File: config.mk
export PLATFORM = sky130hd
export DESIGN_NAME = button_debounce_press_classifier_core_flat
export DESIGN_NICKNAME = d
export VERILOG_FILES = /design/src/hw/rtl/bdpc_pkg.sv /design/src/hw/rtl/bdpc_chan_if.sv /design/src/hw/rtl/button_debounce_press_classifier_core.sv /design/src/hw/rtl/bdpc_csr.sv /design/src/hw/rtl/bdpc_classify.sv /design/src/hw/rtl/bdpc_out_reg.sv /design/src/flat_wrapper.sv
export VERILOG_INCLUDE_DIRS = /design/src /design/src/hw/rtl
export SDC_FILE = /design/constraint.sdc
export NUM_CORES = 1
export LEC_CHECK = 0
export BUFFER_PORTS_ARGS = -buffer_cell sky130_fd_sc_hd__buf_4
export CAP_MARGIN = 20
export CORE_MARGIN = 4
export CORE_UTILIZATION = 27
export DETAILED_ROUTE_END_ITERATION = 10
export PLACE_DENSITY = 0.45
export SETUP_SLACK_MARGIN = 0.3
export SLEW_MARGIN = 20
export SYNTH_ARGS = -nofsm -noshare
export SYNTH_HDL_FRONTEND = slang
export SYNTH_SLANG_ARGS = --single-unit
File: constraint.sdc
create_clock -name clock -period 3.2 [get_ports clock]
set_input_delay 0.16 -clock clock [delete_from_list [all_inputs] [get_ports clock]]
set_output_delay 0.16 -clock clock [all_outputs]
set_load 0.01 [all_outputs]
File: src/hw/rtl/button_debounce_press_classifier_core_macros.svh
// assertion macros used by the debounce press classifier rtl
`ifndef BUTTON_DEBOUNCE_PRESS_CLASSIFIER_CORE_MACROS_SVH
`define BUTTON_DEBOUNCE_PRESS_CLASSIFIER_CORE_MACROS_SVH

`ifndef SYNTHESIS
// property must hold at every rising clock edge outside reset
`define BDPC_ASSERT(lbl, clk, rst, prop, msg) \
   lbl: assert property (@(posedge clk) disable iff (rst) prop) else $error(msg);
// condition must never be seen outside reset
`define BDPC_ASSERT_NEVER(lbl, clk, rst, cond, msg) \
   lbl: assert property (@(posedge clk) disable iff (rst) !(cond)) else $error(msg);
`else
`define BDPC_ASSERT(lbl, clk, rst, prop, msg)
`define BDPC_ASSERT_NEVER(lbl, clk, rst, cond, msg)
`endif

`endif

File: src/hw/rtl/bdpc_pkg.sv
// types and constants of the debounce press classifier
`default_nettype none
package bdpc_pkg;

   // configuration register layout
   localparam int CFG_WIDTH      = 16;
   localparam int CSR_INDEX_BITS = 2;

   localparam logic [CSR_INDEX_BITS-1:0] CSR_DEBOUNCE_IDX = 2'd0;
   localparam logic [CSR_INDEX_BITS-1:0] CSR_MEDIUM_IDX   = 2'd1;
   localparam logic [CSR_INDEX_BITS-1:0] CSR_LONG_IDX     = 2'd2;

   localparam logic [CFG_WIDTH-1:0] DEBOUNCE_RESET = 16'd50;
   localparam logic [CFG_WIDTH-1:0] MEDIUM_RESET   = 16'd1000;
   localparam logic [CFG_WIDTH-1:0] LONG_RESET     = 16'd3000;

   // tick counter width default
   localparam int COUNT_BITS_DEFAULT = 16;

   // button levels, active low
   localparam logic LEVEL_PRESSED  = 1'b0;
   localparam logic LEVEL_RELEASED = 1'b1;

   typedef enum logic [1:0] {
      EV_PRESSED = 2'd0,
      EV_SHORT   = 2'd1,
      EV_MEDIUM  = 2'd2,
      EV_LONG    = 2'd3
   } event_code_type;

   typedef struct packed {
      logic [CFG_WIDTH-1:0] debounce_ticks;
      logic [CFG_WIDTH-1:0] medium_ticks;
      logic [CFG_WIDTH-1:0] long_ticks;
   } cfg_type;

   typedef struct packed {
      logic           valid;
      event_code_type code;
   } evt_type;

   typedef struct packed {
      logic stable_level;
   } stat_type;

endpackage
`default_nettype wire

File: src/hw/rtl/bdpc_chan_if.sv
// valid/ready channels for sample and event words
`default_nettype none
interface bdpc_req_if;
   logic valid;
   logic ready;
   logic raw_level;

   modport source (output valid, output raw_level, input ready);
   modport sink   (input valid, input raw_level, output ready);
endinterface

interface bdpc_rsp_if;
   logic       valid;
   logic       ready;
   logic [1:0] event_code;

   modport source (output valid, output event_code, input ready);
   modport sink   (input valid, input event_code, output ready);
endinterface
`default_nettype wire

File: src/hw/rtl/button_debounce_press_classifier_core.sv
// top level of the button debounce and press length classifier
//
//  channel  dir  payload            meaning
//  req      in   raw_level  (1b)    one button sample per tick, 0 pressed
//  rsp      out  event_code (2b)    pressed, short, medium or long press
//  csr      in   index 2b, data 16b debounce, medium and long thresholds
//
// one sample word per clock while the event word is not stalled; a sample
// passes the input register, then decision logic into the result register
// reset is synchronous, loads the csr reset values and clears debounce state and both valids
// a stalled event word holds the result register, which then holds the
// input register; req ready drops only when both are full
`default_nettype none
`include "button_debounce_press_classifier_core_macros.svh"
module button_debounce_press_classifier_core #(
   parameter int COUNT_BITS = bdpc_pkg::COUNT_BITS_DEFAULT
) (
   input  wire logic                                clock,
   input  wire logic                                reset,
   bdpc_req_if.sink                                 req_chan,
   bdpc_rsp_if.source                               rsp_chan,
   input  wire logic                                csr_wr_en,
   input  wire logic [bdpc_pkg::CSR_INDEX_BITS-1:0] csr_index,
   input  wire logic [bdpc_pkg::CFG_WIDTH-1:0]      csr_wdata
);
   import bdpc_pkg::*;

   cfg_type  cfg;
   evt_type  evt;
   stat_type stat;

   // input register
   logic in_valid_ff, in_valid_in;
   logic in_raw_ff, in_raw_in;
   // the held sample moves on whenever the result slot is free or draining
   logic advance;
   logic step;

   assign advance        = !rsp_chan.valid || rsp_chan.ready;
   assign step           = in_valid_ff && advance;
   assign req_chan.ready = !in_valid_ff || advance;

   always_comb begin
      in_valid_in = in_valid_ff;
      in_raw_in   = in_raw_ff;
      if (req_chan.valid && req_chan.ready) begin
         in_valid_in = 1'b1;
         in_raw_in   = req_chan.raw_level;
      end else if (step) begin
         in_valid_in = 1'b0;
      end
   end

   always_ff @(posedge clock) begin
      if (reset) begin
         in_valid_ff <= 1'b0;
      end else begin
         in_valid_ff <= in_valid_in;
      end
   end

   always_ff @(posedge clock) begin
      in_raw_ff <= in_raw_in;
   end

   // configuration registers
   bdpc_csr u_csr (
      .clock     (clock),
      .reset     (reset),
      .csr_wr_en (csr_wr_en),
      .csr_index (csr_index),
      .csr_wdata (csr_wdata),
      .cfg       (cfg)
   );

   // debounce, press timing and event decision, state advances per step
   bdpc_classify #(
      .COUNT_BITS (COUNT_BITS)
   ) u_classify (
      .clock     (clock),
      .reset     (reset),
      .step      (step),
      .raw_level (in_raw_ff),
      .cfg       (cfg),
      .evt       (evt),
      .stat      (stat)
   );

   // event word register toward the consumer
   bdpc_out_reg u_out_reg (
      .clock    (clock),
      .reset    (reset),
      .evt      (evt),
      .rsp_chan (rsp_chan)
   );

   // an event only fires into a free or draining result slot
   `BDPC_ASSERT_NEVER(a_no_overwrite, clock, reset, evt.valid && rsp_chan.valid && !rsp_chan.ready, "event overwrote a pending word")
   // every decided event shows up as a valid word next cycle
   `BDPC_ASSERT(a_evt_lands, clock, reset, evt.valid |=> rsp_chan.valid, "event word lost")
   // a pressed event leaves the stable level pressed
   `BDPC_ASSERT(a_press_level, clock, reset, (evt.valid && evt.code == EV_PRESSED) |=> (stat.stable_level == LEVEL_PRESSED), "pressed event without stable press")
   // a classified release leaves the stable level released
   `BDPC_ASSERT(a_release_level, clock, reset, (evt.valid && evt.code != EV_PRESSED) |=> (stat.stable_level == LEVEL_RELEASED), "release event without stable release")
endmodule
`default_nettype wire

File: src/hw/rtl/bdpc_csr.sv
// configuration registers: debounce delay and press thresholds
`default_nettype none
module bdpc_csr (
   input  wire logic                                clock,
   input  wire logic                                reset,
   input  wire logic                                csr_wr_en,
   input  wire logic [bdpc_pkg::CSR_INDEX_BITS-1:0] csr_index,
   input  wire logic [bdpc_pkg::CFG_WIDTH-1:0]      csr_wdata,
   output bdpc_pkg::cfg_type                        cfg
);
   import bdpc_pkg::*;

   cfg_type cfg_ff;
   cfg_type cfg_in;

   always_comb begin
      cfg_in = cfg_ff;
      if (csr_wr_en) begin
         case (csr_index)
            CSR_DEBOUNCE_IDX: cfg_in.debounce_ticks = csr_wdata;
            CSR_MEDIUM_IDX:   cfg_in.medium_ticks   = csr_wdata;
            CSR_LONG_IDX:     cfg_in.long_ticks     = csr_wdata;
            default:          cfg_in = cfg_ff;
         endcase
      end
   end

   always_ff @(posedge clock) begin
      if (reset) begin
         cfg_ff.debounce_ticks <= DEBOUNCE_RESET;
         cfg_ff.medium_ticks   <= MEDIUM_RESET;
         cfg_ff.long_ticks     <= LONG_RESET;
      end else begin
         cfg_ff <= cfg_in;
      end
   end

   assign cfg = cfg_ff;
endmodule
`default_nettype wire

File: src/hw/rtl/bdpc_classify.sv
// debounce state, press timer and event decision for one sample
`default_nettype none
module bdpc_classify #(
   parameter int COUNT_BITS = bdpc_pkg::COUNT_BITS_DEFAULT
) (
   input  wire logic         clock,
   input  wire logic         reset,
   input  wire logic         step,
   input  wire logic         raw_level,
   input  wire bdpc_pkg::cfg_type cfg,
   output bdpc_pkg::evt_type evt,
   output bdpc_pkg::stat_type stat
);
   import bdpc_pkg::*;

   localparam int CMP_BITS = (COUNT_BITS > CFG_WIDTH) ? COUNT_BITS : CFG_WIDTH;

   logic                  prev_raw_ff, prev_raw_in;
   logic                  stable_ff, stable_in;
   logic [COUNT_BITS-1:0] since_ff, since_in;
   logic [COUNT_BITS-1:0] press_ff, press_in;
   logic [COUNT_BITS-1:0] press_inc;
   logic                  take;

   always_comb begin
      // held-level counter, saturating
      if (raw_level != prev_raw_ff) begin
         since_in = '0;
      end else if (since_ff == {COUNT_BITS{1'b1}}) begin
         since_in = since_ff;
      end else begin
         since_in = since_ff + COUNT_BITS'(1);
      end

      // press length counter, saturating
      if (stable_ff == LEVEL_PRESSED && press_ff != {COUNT_BITS{1'b1}}) begin
         press_inc = press_ff + COUNT_BITS'(1);
      end else begin
         press_inc = press_ff;
      end

      take = (CMP_BITS'(since_in) > CMP_BITS'(cfg.debounce_ticks))
             && (raw_level != stable_ff);

      stable_in   = take ? raw_level : stable_ff;
      prev_raw_in = raw_level;
      press_in    = press_inc;
      evt.valid   = step && take;
      evt.code    = EV_PRESSED;
      if (take && raw_level == LEVEL_PRESSED) begin
         press_in = '0;
      end else if (CMP_BITS'(press_inc) < CMP_BITS'(cfg.medium_ticks)) begin
         evt.code = EV_SHORT;
      end else if (CMP_BITS'(press_inc) < CMP_BITS'(cfg.long_ticks)) begin
         evt.code = EV_MEDIUM;
      end else begin
         evt.code = EV_LONG;
      end
   end

   always_ff @(posedge clock) begin
      if (reset) begin
         prev_raw_ff <= LEVEL_RELEASED;
         stable_ff   <= LEVEL_RELEASED;
         since_ff    <= '0;
         press_ff    <= '0;
      end else if (step) begin
         prev_raw_ff <= prev_raw_in;
         stable_ff   <= stable_in;
         since_ff    <= since_in;
         press_ff    <= press_in;
      end
   end

   assign stat.stable_level = stable_ff;
endmodule
`default_nettype wire

File: src/hw/rtl/bdpc_out_reg.sv
// result register holding one event word until taken
`default_nettype none
module bdpc_out_reg (
   input  wire logic         clock,
   input  wire logic         reset,
   input  wire bdpc_pkg::evt_type evt,
   bdpc_rsp_if.source        rsp_chan
);
   import bdpc_pkg::*;

   logic           valid_ff, valid_in;
   event_code_type code_ff, code_in;

   always_comb begin
      valid_in = valid_ff;
      code_in  = code_ff;
      if (evt.valid) begin
         valid_in = 1'b1;
         code_in  = evt.code;
      end else if (rsp_chan.ready) begin
         valid_in = 1'b0;
      end
   end

   always_ff @(posedge clock) begin
      if (reset) begin
         valid_ff <= 1'b0;
      end else begin
         valid_ff <= valid_in;
      end
   end

   always_ff @(posedge clock) begin
      code_ff <= code_in;
   end

   assign rsp_chan.valid      = valid_ff;
   assign rsp_chan.event_code = code_ff;
endmodule
`default_nettype wire
File: src/flat_wrapper.sv
// flat-port wrapper written by rule: the top's interface ports become plain ports
module button_debounce_press_classifier_core_flat import bdpc_pkg::*;
#(
   parameter int COUNT_BITS = bdpc_pkg::COUNT_BITS_DEFAULT
)
  (clock, reset, csr_wr_en, csr_index, csr_wdata, req_chan_valid, req_chan_raw_level, req_chan_ready, rsp_chan_valid, rsp_chan_event_code, rsp_chan_ready);
  bdpc_req_if req_chan_i ();
  bdpc_rsp_if rsp_chan_i ();
  input  wire logic clock;
  input  wire logic reset;
  input  wire logic csr_wr_en;
  input  wire logic [bdpc_pkg::CSR_INDEX_BITS-1:0] csr_index;
  input  wire logic [bdpc_pkg::CFG_WIDTH-1:0] csr_wdata;
  input wire logic [$bits(req_chan_i.valid)-1:0] req_chan_valid;
  input wire logic [$bits(req_chan_i.raw_level)-1:0] req_chan_raw_level;
  output wire logic [$bits(req_chan_i.ready)-1:0] req_chan_ready;
  output wire logic [$bits(rsp_chan_i.valid)-1:0] rsp_chan_valid;
  output wire logic [$bits(rsp_chan_i.event_code)-1:0] rsp_chan_event_code;
  input wire logic [$bits(rsp_chan_i.ready)-1:0] rsp_chan_ready;
  assign req_chan_i.valid = req_chan_valid;
  assign req_chan_i.raw_level = req_chan_raw_level;
  assign req_chan_ready = req_chan_i.ready;
  assign rsp_chan_valid = rsp_chan_i.valid;
  assign rsp_chan_event_code = rsp_chan_i.event_code;
  assign rsp_chan_i.ready = rsp_chan_ready;
  button_debounce_press_classifier_core #(.COUNT_BITS(COUNT_BITS)) u_core (.clock(clock), .reset(reset), .req_chan(req_chan_i), .rsp_chan(rsp_chan_i), .csr_wr_en(csr_wr_en), .csr_index(csr_index), .csr_wdata(csr_wdata));
endmodule
# Word-level counts from Yosys, hierarchy flattened
# Cells that the tools add are included.
[classes] addsub=2 order_cmp=3 eq_ne=6 mux=10 n_bitwise=2 reduce_logical=18
[ops] op="$mux 16" count=4
[ops] op="$add 16x1->16 const B" count=2
[ops] op="$lt 16x16->1" count=2
[ops] op="$eq 16x16->1 const B" count=1
[ops] op="$gt 16x16->1" count=1
[ops] op="$ne 16x16->1 const B" count=1
[ops] op="$reduce_and 2->1" count=4
[ops] op="$logic_and 1x1->1" count=6
[ops] op="$mux 1" count=6
[ops] op="$reduce_bool 2->1" count=2
[ops] op="$eq 2x1->1 const B" count=1
[ops] op="$eq 2x2->1 const B" count=1
[ops] op="$logic_not 1->1" count=2
[ops] op="$logic_not 2->1" count=1
[ops] op="$logic_or 1x1->1" count=2
[ops] op="$ne 1x1->1" count=2
[ops] op="$not 1->1" count=2
[ops] op="$reduce_or 2->1" count=1
[word_totals] reg_bits=87 input_bits=24 output_inout_bits=4 wordCells=53

# Depth between registers and ports, before layout
# Gate-level depths: netlist (run 1).
[depth] word_depth=7 depth_mapped=15 depth_no_buf=14

# By module
# A second synthesis (run 1) with hierarchy kept.
[hier_totals] cells_unflattened=680 hier_area_um2=5779.3
[by_module_without_submodules] module="bdpc_classify" n_inst=1 cells_each=479 area_per_inst_um2=3624.7 seq_area_each_um2=680.7
[by_module_without_submodules] module="bdpc_csr" n_inst=1 cells_each=187 area_per_inst_um2=1953.1 seq_area_each_um2=960.9
[by_module_without_submodules] module="button_debounce_press_classifier_core" n_inst=1 cells_each=8 area_per_inst_um2=102.6 seq_area_each_um2=50.0
[by_module_without_submodules] module="bdpc_out_reg" n_inst=1 cells_each=6 area_per_inst_um2=98.8 seq_area_each_um2=80.1

# Worst setup path after synthesis (run 1)
# No wires, ideal clock.
[synth_timing] path_kind="register to register" from="register u_core.u_classify.since_ff[3]" to="register u_core.u_classify.press_ff[1]" setup_ps=117 arrival_time_ps=3090 t_required_ps=3083 setup_slack_ps=-7 stages_incl_launch_ff=16 n_path_buf=2 synth_period_minus_slack_ps=3207 cell_sequence="dfxtp_1 > buf_2 > nand4_1 > nor4_4 > nand3_2 > buf_2 > nand2_1 > xnor2_1 > nor2_1 > ha_1 > nand4_1 > nor3_1 > a22oi_1 > a211oi_2 > nor2_1 > a32o_1"
[synth_via] elab_chain_len=7 elab_cells_between_ends=8 cone_classes="add/sub: 1; order compare: 1; eq/ne: 1; mux: 3; reduce/logical: 2"
[synth_lines] item="start, declared" line="bdpc_classify.sv:20" rtl="logic [COUNT_BITS-1:0] since_ff, since_in;"
[synth_lines] item="start signal, assigned" line="bdpc_classify.sv:70" rtl="since_ff <= since_in;"
[synth_lines] item="$add 16x1->16 / $eq 16x16->1 (equally long branches)" line="bdpc_classify.sv:32, bdpc_classify.sv:29"
[synth_lines] item="$mux 16 *" line="bdpc_classify.sv:29" rtl="end else if (since_ff == {COUNT_BITS{1'b1}}) begin"
[synth_lines] item="$mux 16 *" line="bdpc_classify.sv:27" rtl="if (raw_level != prev_raw_ff) begin"
[synth_lines] item="named net u_core.u_classify.since_in[7]" line="bdpc_classify.sv:20"
[synth_lines] item="$gt 16x16->1 *" line="bdpc_classify.sv:42" rtl="take = (CMP_BITS'(since_in) > CMP_BITS'(cfg.debounce_ticks))"
[synth_lines] item="$logic_and 1x1->1 *" line="bdpc_classify.sv:43" rtl="&& (raw_level != stable_ff);"
[synth_lines] item="$logic_and 1x1->1 *" line="bdpc_classify.sv:50" rtl="if (take && raw_level == LEVEL_PRESSED) begin"
[synth_lines] item="$mux 16 *" line="bdpc_classify.sv:50"
[synth_lines] item="end signal, assigned" line="bdpc_classify.sv:71" rtl="press_ff <= press_in;"
[synth_lines] item="end, declared" line="bdpc_classify.sv:21" rtl="logic [COUNT_BITS-1:0] press_ff, press_in;"
# The timed path passes the listed nets; every way through them passes the cells marked *.
# A chain may end at the register's enable or synchronous reset.

# Worst setup path in the final report (run 1)
[layout_timing] from="register u_core.u_classify.since_ff[4]" to="register u_core.u_classify.press_ff[8]"
# The elaborated chain is that of the path after synthesis.

==> impl_metrics.csv, run 1 <==
group,metric,value,unit
routing,detail-route-antenna-nets,0,
timing,whs,0.0525,ns
routing,routed_wl,16.5,mm
critical_path,crit_path_end_kind,"flip-flop",
die,ioPinCount,28,
timing,fin_crit,3.50,ns
logic_synthesis,synth.net_count,747,
clock_tree,h-tree-depth,3,
flow_run,cap_viol_max_count,0,
final_layout,fin_nets,856,
clock_tree,cts.path.max_buffers,2,
grt,grt_max_degree,58,
routing,drc,0,
timing,period_share,109,%
placement,dp_hpwl,12.3,mm
logic_synthesis,yosysSeqAreaShare,33.7,%
timing,final_hold_viol_count,0,
placement,io_buffers,27,
power_and_ir_drop,leakage,3.02,nW
logic_synthesis,ys_warn_count,0,
power_and_ir_drop,total_power,2.46,mW
die,start_util,27.7,%
critical_path,required,3.49,ns
die,die_w,148,um
final_layout,final_util,37.2,%
logic_synthesis,yosysUniqueCellTypes,60,
routing,drtIter0Drc,282,
power_and_ir_drop,powerDensity,349,nW/um^2
placement,dp_cells,1015,
final_layout,most-common-layout-cells,"115 x buf_4, 108 x nand2_1, 77 x dfxtp_1, 67 x a21oi_1, 58 x inv_1",
grt,grt-ovfl-total,0,
final_layout,syn2layout_area_growth,34.0,%
clock_tree,cts_tree,"done",
final_layout,diodes,0,
timing,setup_ws,-0.296,ns
clock_tree,cts-buffers-inserted,9,
critical_path,critPathLaunchType,"flip-flop",
timing,drv_slew,0,
final_layout,final_layout_size_suffix_gt1_share,25.7,%
timing,finalSetupViolations,21,
grt,grt_pass1_vias,5121,
routing,wl_per_cell,15.8,um
logic_synthesis,async_flop_share,0,%
routing,via_per_inst,4.96,
logic_synthesis,synth_edf_count,3,
logic_synthesis,synth_seq_cells,87,
clock_tree,clkLatencyLatePin,0.36,ns
grt,antenna_found_initial,0,
critical_path,worstPathArrival,3.78,ns
logic_synthesis,netlist_area,5260,sq um
grt,grt_usage,15.4,%
die,coreArea,19000,sq um
clock_tree,cts.sink_count,87,
critical_path,worstSetupPathType,"flip-flop to flip-flop",
power_and_ir_drop,ir_drop,0.234,mV
grt,grt_pass1_wl,26.9,mm
timing,relSlewSlack,34.3,%
routing,dr.pass1.iters,5,
routing,vias,5208,
timing,fmax,286,MHz
clock_tree,path_clk_slew,0.07,ns
die,die_height,148,um
die,fp-row-count,50,
final_layout,n_fill_cell,1968,
final_layout,layout_commonest_cell,"buf_4",
timing,final.setup_skew,0.0141,ns
logic_synthesis,syn_inst,675,
critical_path,path_max_fanout,4,
timing,tightest_slew,0.986,ns
logic_synthesis,synth_top_flop_cell,"dfxtp_1",
die,die_area,21800,sq um
outcome,violations,"negative setup slack",
outcome,status,"complete, but fails checks",
timing,rsz0062_at_grt,"yes",
placement,gp_congestion,0.858,
clock_tree,root_buffer,"clkbuf_16",
logic_synthesis,syn_avg_cell_area,7.79,sq um
worst_hold_path,hold_class,"primary input to flip-flop",
final_layout,stdcell_count,1049,
cells in the mapped netlist, types with 5 or more instances:
library cell,instances,share of area (%)
a21o_1,7,1.0
a21oi_1,71,6.8
a22o_1,5,0.83
a31oi_1,11,1.3
and3_1,8,0.95
clkbuf_1,22,1.6
dfxtp_1,84,32
ha_1,48,11
inv_1,59,4.2
nand2_1,112,8.0
nand2b_1,6,0.71
nand3_1,23,2.2
nand4_1,13,1.5
nor2_1,44,3.1
nor3_1,14,1.3
o211ai_1,21,3.0
o21a_1,5,0.71
o21ai_0,18,1.7
or3_1,8,0.95
xnor2_1,12,2.0
xor2_1,11,1.8
path summary, 6_finish.rpt:
kind	from	endpoint	slack, ns	cells past startpoint
worst max register to register	u_core.u_classify.since_ff[4]	u_core.u_classify.press_ff[8]	-0.30	18
worst max-delay path	u_core.u_classify.since_ff[4]	u_core.u_classify.press_ff[8]	-0.30	18
worst min-delay path	req_chan_valid	u_core.in_valid_ff	0.05	3
worst min register to register	u_core.u_csr.cfg[10]	u_core.u_csr.cfg[10]	0.46	2
repair_timing:
item                       4_1_cts  5_1_grt
pin swaps                       13       23
hold buffers                     1        0
setup endpoints to repair       22       22
buffers inserted                 9        8
hold endpoints to repair         1        0
gates resized for setup         42       24
cell type report:
cell class	instances	area [sq um]	area share [%]
clock buffers	9	225	3.19
inverters	59	221	3.14
multi-input cells	502	3450	49.0
repair buffers	125	975	13.8
clock inverters	7	68.8	0.976
flip-flops and latches	87	1780	25.3
well taps	260	325	4.61
stage by stage:
step	area, sq um	setup WS (ns)	setup TNS (ns)
floorplan	5310	0.157	0
global placement	6310	-0.391	-4.15
detailed placement	6310	-0.418	-5.62
CTS	6890	-0.167	-0.851
global route	7050	-0.475	-7.55
finish	7050	-0.296	-3.17
power by group:
part | switching [mW] | total, mW | internal (mW)
registers | 0.0123 | 1.13 | 1.11
logic | 0.154 | 0.253 | 0.0997
clock network | 0.528 | 1.08 | 0.554
per-layer routing:
layer  share of wire, %  global-route usage, %
met2                 43                   23.2
met3                5.4                   3.03
met1                 49                   22.1
met4                2.1                   5.22
met5                  0                      0
flip-flops by register name, summed over array words and instances, names as in the netlist:
| name | cells |
|---|---|
| u_core.u_classify.stat | 1 |
| u_core.u_out_reg.rsp_chan.valid | 1 |
| u_core.u_classify.since_ff | 16 |
| u_core.in_valid_ff | 1 |
| u_core.u_classify.prev_raw_ff | 1 |
| u_core.u_classify.press_ff | 16 |
| u_core.in_raw_ff | 1 |
| u_core.u_csr.cfg | 48 |
| u_core.u_out_reg.rsp_chan.event_code | 2 |
worst max-delay path, stage by stage, from the launching register on:
cell and delay (ns):
dfxtp_2 0.33, nand4_1 0.19, buf_4 0.19, buf_4 0.13, nor4_2 0.21, nand3_1 0.16
nor2_2 0.17, nand3_1 0.10, o211a_1 0.16, ha_4 0.28, nand4_1 0.10, buf_4 0.16
nor4_4 0.27, buf_4 0.16, a211oi_2 0.04, buf_4 0.17, buf_4 0.13, or4_1 0.39
o21ai_1 0.10
cell families after synthesis:
family                     share of synthesized area (%)
DFF                                                 33.7
AOI/OAI and AO/OA                                   20.4
xor gates and xnor gates                            3.83
and+or+nand+nor                                     23.7
adders and majority gates                           11.4
buffers and inverters                               6.23
muxes                                              0.785
Power figures use the tool's default switching activity.
==> inputs of run 2 (changes only) <==
--- a/config.mk
+++ b/config.mk
@@ -11,4 +11,5 @@
 export CORE_MARGIN = 4
 export CORE_UTILIZATION = 27
+export CTS_BUF_LIST = sky130_fd_sc_hd__clkbuf_8
 export DETAILED_ROUTE_END_ITERATION = 10
 export PLACE_DENSITY = 0.45
==> constraint.sdc (replaced) <==
create_clock -name clock -period 3.2 [get_ports clock]
set_input_delay 0.64 -clock clock [delete_from_list [all_inputs] [get_ports clock]]
set_output_delay 0.64 -clock clock [all_outputs]
set_load 0.01 [all_outputs]
==> impl_metrics.csv, run 2 (same netlist as run 1, synthesis figures left out) <==
group,metric,value,unit
outcome,status,"complete, but fails checks",
outcome,violations,"negative setup slack",
die,fp-row-count,50,
final_layout,final_layout_size_suffix_gt1_share,24.5,%
grt,grt_pass1_wl,26.7,mm
timing,final.setup_skew,0.0176,ns
die,ioPinCount,28,
worst_hold_path,holdCritStartpoint,"req_chan_raw_level",
critical_path,worstPathArrival,3.80,ns
power_and_ir_drop,seqPwrFrac,50.7,%
placement,io_buffers,27,
die,die_height,148,um
grt,grt-ovfl-total,0,
die,die_w,148,um
critical_path,worstSetupPathType,"flip-flop to flip-flop",
clock_tree,root_buffer,"clkbuf_8",
routing,drc,0,
routing,vias,5145,
final_layout,largest_reg_flops,48,
final_layout,n_fill_cell,1960,
timing,finalSetupViolations,21,
timing,fin_crit,3.49,ns
timing,drv_slew,0,
final_layout,diodes,0,
timing,period_share,109,%
power_and_ir_drop,switching_share,27.8,%
timing,rsz0062_at_grt,"yes",
critical_path,r2r_slack,-0.29,ns
grt,antenna_found_initial,0,
clock_tree,cts-buffers-inserted,9,
die,die_area,21800,sq um
power_and_ir_drop,p_sw,0.618,mW
die,coreArea,19000,sq um
flow_run,cap_viol_max_count,0,
routing,routed_wl,16.3,mm
die,start_util,27.7,%
timing,tightest_slew,0.932,ns
timing,relSlewSlack,37.9,%
timing,final_hold_viol_count,0,
timing,fmax,287,MHz
clock_tree,cts.sink_count,87,
routing,dr.pass1.iters,5,
critical_path,rr_worst_depth,17,
critical_path,crit_path_end_kind,"flip-flop",
critical_path,critPathLaunchType,"flip-flop",
power_and_ir_drop,total_power,2.22,mW
grt,grt_pass1_vias,5126,
routing,drtIter0Drc,311,
timing,whs,0.439,ns
final_layout,most-common-layout-cells,"117 x buf_4, 109 x nand2_1, 78 x dfxtp_1, 68 x a21oi_1, 59 x inv_1",
power_and_ir_drop,p_int,1.60,mW
routing,wl_per_cell,15.6,um
final_layout,fin_nets,854,
power_and_ir_drop,leakage,2.95,nW
critical_path,path_max_fanout,8,
worst_hold_path,hold_class,"primary input to flip-flop",
power_and_ir_drop,powerDensity,322,nW/um^2
worst_hold_path,hold_path_end,"u_core.in_raw_ff",
routing,via_per_inst,4.91,
clock_tree,clkLatencyLatePin,0.38,ns
power_and_ir_drop,p_comb_share,11.1,%
grt,grt_usage,15.3,%
power_and_ir_drop,ir_drop,0.205,mV
clock_tree,path_clk_slew,0.10,ns
final_layout,layout_commonest_cell,"buf_4",
clock_tree,h-tree-depth,3,
critical_path,required,3.51,ns
placement,gp_congestion,0.865,
final_layout,syn2layout_area_growth,31.3,%
timing,setup_ws,-0.287,ns
critical_path,worstReg2RegEnd,"u_core.u_classify.press_ff[8]",
clock_tree,cts.path.max_buffers,2,
placement,dp_hpwl,12.5,mm
critical_path,r2r-start,"u_core.u_classify.since_ff[4]",
grt,grt_max_degree,47,
power_and_ir_drop,p_clk_share,38.2,%
clock_tree,cts_tree,"done",
routing,detail-route-antenna-nets,0,
worst_hold_path,holdPathStages,1,
[run 2: power groups by stage]
stage	Clock, mW	Combinational, mW	Sequential [mW]
6_report	0.849	0.247	1.13
5_1_grt	0.918	0.279	1.13
4_1_cts	0.880	0.240	1.13
3_5_place_dp	0	0.233	1.15
3_3_place_gp	0	0.232	1.15
2_1_floorplan	0	0.130	1.15
[run 2: area by class of cell]
type | instances | area, sq um | area share, %
inverters | 59 | 221 | 3.21
flip-flops and latches | 87 | 1780 | 25.8
clock inverters | 6 | 73.8 | 1.07
repair buffers | 123 | 946 | 13.7
well taps | 260 | 325 | 4.71
clock buffers | 10 | 138 | 1.99
multi-input cells | 502 | 3420 | 49.6
[run 2: per-stage QoR]
stage,cells,utilization [%],worst slack (ns),cell area (sq um),TNS [ns]
3_5_place_dp,1017,33.4,-0.414,6330,-5.31
2_1_floorplan,675,-,0.157,5310,0
3_3_place_gp,1017,33.4,-0.381,6330,-4.05
4_1_cts,1040,35.6,-0.136,6740,-0.585
5_1_grt,1047,36.4,-0.439,6910,-6.87
6_report,1047,36.4,-0.287,6910,-2.78
[run 2: how the worst max path moves through the flow]
stage	startpoint	to	slack (ns)	cells past startpoint
after floorplan	u_core.u_classify.since_ff[4]	u_core.u_classify.press_ff[1]	0.16	15
after global routing	u_core.u_classify.since_ff[4]	u_core.u_classify.press_ff[8]	-0.44	17
after CTS	u_core.u_classify.since_ff[4]	u_core.u_classify.press_ff[2]	-0.14	15
final	u_core.u_classify.since_ff[4]	u_core.u_classify.press_ff[8]	-0.29	17
after detailed placement	u_core.u_classify.since_ff[11]	u_core.u_classify.press_ff[8]	-0.41	15
after global placement	u_core.u_classify.since_ff[11]	u_core.u_classify.press_ff[8]	-0.38	15
[run 2: what timing repair did]
action                     4_1_cts  5_1_grt
setup endpoints to repair       22       22
hold buffers                     0        0
gates resized for setup         30       24
hold endpoints to repair         0        0
buffers inserted                 7        7
pin swaps                        6       24
[run 2: worst max-delay path, stage by stage, from the launching register on]
cell	delay, ns
dfxtp_2	0.34
nand4_1	0.19
nor4_4	0.31
buf_4	0.18
nand3_4	0.15
nand2_4	0.13
xor2_1	0.17
nor2_1	0.09
ha_1	0.30
nand4_1	0.16
buf_4	0.19
nor4_4	0.29
buf_4	0.16
a211oi_2	0.04
buf_4	0.17
buf_6	0.11
or4_1	0.39
o21ai_1	0.08
[run 2: routing by layer]
metal  wire length (um)  track usage, %  up-vias
met5                  0               0        -
li1                   -               -     2599
met1               8440            22.3     2403
met4                486            6.15        0
met2               6810            22.0      114
met3                590            2.67       29
==> inputs of run 3 (changes only) <==
- MAX_ROUTING_LAYER: unset -> met4
- PLACE_DENSITY: 0.45 -> 0.44
- clock period: 3.2 -> 3.8 ns (I/O delays scaled with it)
==> impl_metrics.csv, run 3 (same netlist as run 1, synthesis figures left out) <==
group,metric,value,unit
outcome,status,"finished clean",
die,die_area,21800,sq um
final_layout,fin_nets,782,
placement,gp_congestion,0.877,
grt,grt_pass1_wl,24.7,mm
power_and_ir_drop,powerDensity,299,nW/um^2
final_layout,final_layout_size_suffix_gt1_share,16.1,%
grt,grt_pass1_vias,4743,
routing,detail-route-antenna-nets,0,
grt,grt-ovfl-total,0,
critical_path,cp-endpoint,"u_core.u_classify.press_ff[10]",
die,start_util,27.7,%
critical_path,critPathLaunchType,"flip-flop",
critical_path,crit_path_frequent_cell,"nand4_1",
final_layout,n_fill_cell,2019,
clock_tree,clkLatencyLatePin,0.37,ns
power_and_ir_drop,total_power,1.88,mW
timing,finalSetupViolations,0,
final_layout,most-common-layout-cells,"112 x nand2_1, 77 x dfxtp_1, 69 x a21oi_1, 59 x inv_1, 49 x buf_4",
die,die_w,148,um
timing,rsz0062_at_grt,"yes",
die,fp-row-count,50,
final_layout,diodes,0,
clock_tree,cts.path.max_buffers,2,
die,die_height,148,um
clock_tree,cts-buffers-inserted,9,
critical_path,slowest_delay,0.42,ns
timing,period_share,90.1,%
flow_run,cap_viol_max_count,0,
placement,dp_hpwl,11.6,mm
grt,grt_max_degree,58,
critical_path,worstSetupPathType,"flip-flop to flip-flop",
clock_tree,root_buffer,"clkbuf_8",
critical_path,startpoint,"u_core.u_classify.since_ff[6]",
critical_path,worstPathArrival,3.70,ns
critical_path,worstReg2RegEnd,"u_core.u_classify.press_ff[10]",
power_and_ir_drop,leakage,2.56,nW
critical_path,required,4.08,ns
timing,fin_crit,3.42,ns
critical_path,crit_path_end_kind,"flip-flop",
critical_path,r2r_slack,0.38,ns
final_layout,final_util,33.3,%
critical_path,cp_slowest_cell,"a211o_4",
grt,grt_usage,14.6,%
placement,dp_slack,0.152,ns
routing,drc,0,
grt,antenna_found_initial,0,
die,ioPinCount,28,
timing,fmax,292,MHz
routing,via_per_inst,5.01,
final_layout,syn2layout_area_growth,20.0,%
die,coreArea,19000,sq um
critical_path,path_max_fanout,8,
placement,dpl_cell_area,5800,sq um
final_layout,final_area,6310,sq um
timing,setup_ws,0.377,ns
routing,drtIter0Drc,254,
timing,drv_slew,0,
power_and_ir_drop,ir_drop,0.141,mV
clock_tree,cts_tree,"done",
timing,tightest_slew,0.944,ns
clock_tree,h-tree-depth,3,
timing,final.setup_skew,0.00831,ns
routing,routed_wl,15.4,mm
timing,tns,0,ns
final_layout,layout_commonest_cell,"nand2_1",
critical_path,rr_worst_depth,14,
routing,dr.pass1.iters,4,
clock_tree,cts.sink_count,87,
critical_path,r2r-start,"u_core.u_classify.since_ff[6]",
timing,final_hold_viol_count,0,
clock_tree,path_clk_slew,0.09,ns
worst_hold_path,hold_class,"flip-flop to flip-flop",
placement,io_buffers,27,
routing,vias,4876,
final_layout,largest_reg_flops,48,
critical_path,crit_chain,"nand4_1 -> nor4_4 -> buf_4 -> nand3_4 -> buf_6 -> and3_4 -> nor3_4 -> ha_4 -> nand4_1 -> nor3_2 -> a22oi_2 -> a211o_4 -> a31o_2 -> a21o_1",
timing,relSlewSlack,37.1,%
clock_tree,holdBufCountCts,0,
routing,wl_per_cell,15.8,um
## run 3: how the worst min path moves through the flow
stage                          from                    to  slack [ns]  cells after the start
2_1_floorplan  u_core.u_csr.cfg[10]  u_core.u_csr.cfg[10]        0.44                      2
3_3_place_gp   u_core.u_csr.cfg[29]  u_core.u_csr.cfg[29]        0.45                      2
3_5_place_dp   u_core.u_csr.cfg[42]  u_core.u_csr.cfg[42]        0.45                      2
4_1_cts        u_core.u_csr.cfg[42]  u_core.u_csr.cfg[42]        0.46                      2
5_1_grt        u_core.u_csr.cfg[42]  u_core.u_csr.cfg[42]        0.49                      2
6_report       u_core.u_csr.cfg[13]  u_core.u_csr.cfg[13]        0.46                      2
## run 3: per-stage QoR
stage / hold slack [ns] / cells
floorplan: 0.436 / 675
global placement: 0.448 / 950
detailed placement: 0.448 / 950
CTS: 0.461 / 966
global route: 0.485 / 974
finish: 0.460 / 974
## run 3: worst max-delay path: cells and delay by family, from the launching register on
kind                     cells  cell delay, ns
buffers and inverters        2            0.35
adder cells (fa/ha/maj)      1            0.16
AND/OR/NAND/NOR              7            1.42
flip-flops                   1            0.38
AO/OA/AOI/OAI                4            1.00
## run 3: final cells by class
cell class / count / area, sq um / share of cell area (%)
clock buffers: 10 / 138 / 2.18
clock inverters: 5 / 82.6 / 1.31
inverters: 59 / 221 / 3.51
multi-input cells: 502 / 3370 / 53.3
flip-flops and latches: 87 / 1790 / 28.3
well taps: 260 / 325 / 5.15
repair buffers: 51 / 390 / 6.18
## run 3: timing repair
item | in CTS | in global routing
endpoints found under the setup margin | 16 | 22
gates cloned | 0 | 0
gates resized for setup | 7 | 46
pin swaps | 1 | 17
buffers inserted | 1 | 8
## run 3: power by group
| part | switching [mW] | total [mW] | internal [mW] | leakage (nW) |
|---|---|---|---|---|
| sequential | 0.0115 | 0.948 | 0.936 | 0.714 |
| clock | 0.359 | 0.746 | 0.386 | 0.112 |
| combinational | 0.123 | 0.192 | 0.0688 | 1.74 |
| total | 0.494 | 1.88 | 1.39 | 2.56 |
## run 3: per-layer routing
layer / share of wire (%) / global-route usage, %
met5: 0 / -
met4: 1.9 / 5.27
met3: 3.9 / 2.36
met2: 41 / 20.5
met1: 53 / 20.9
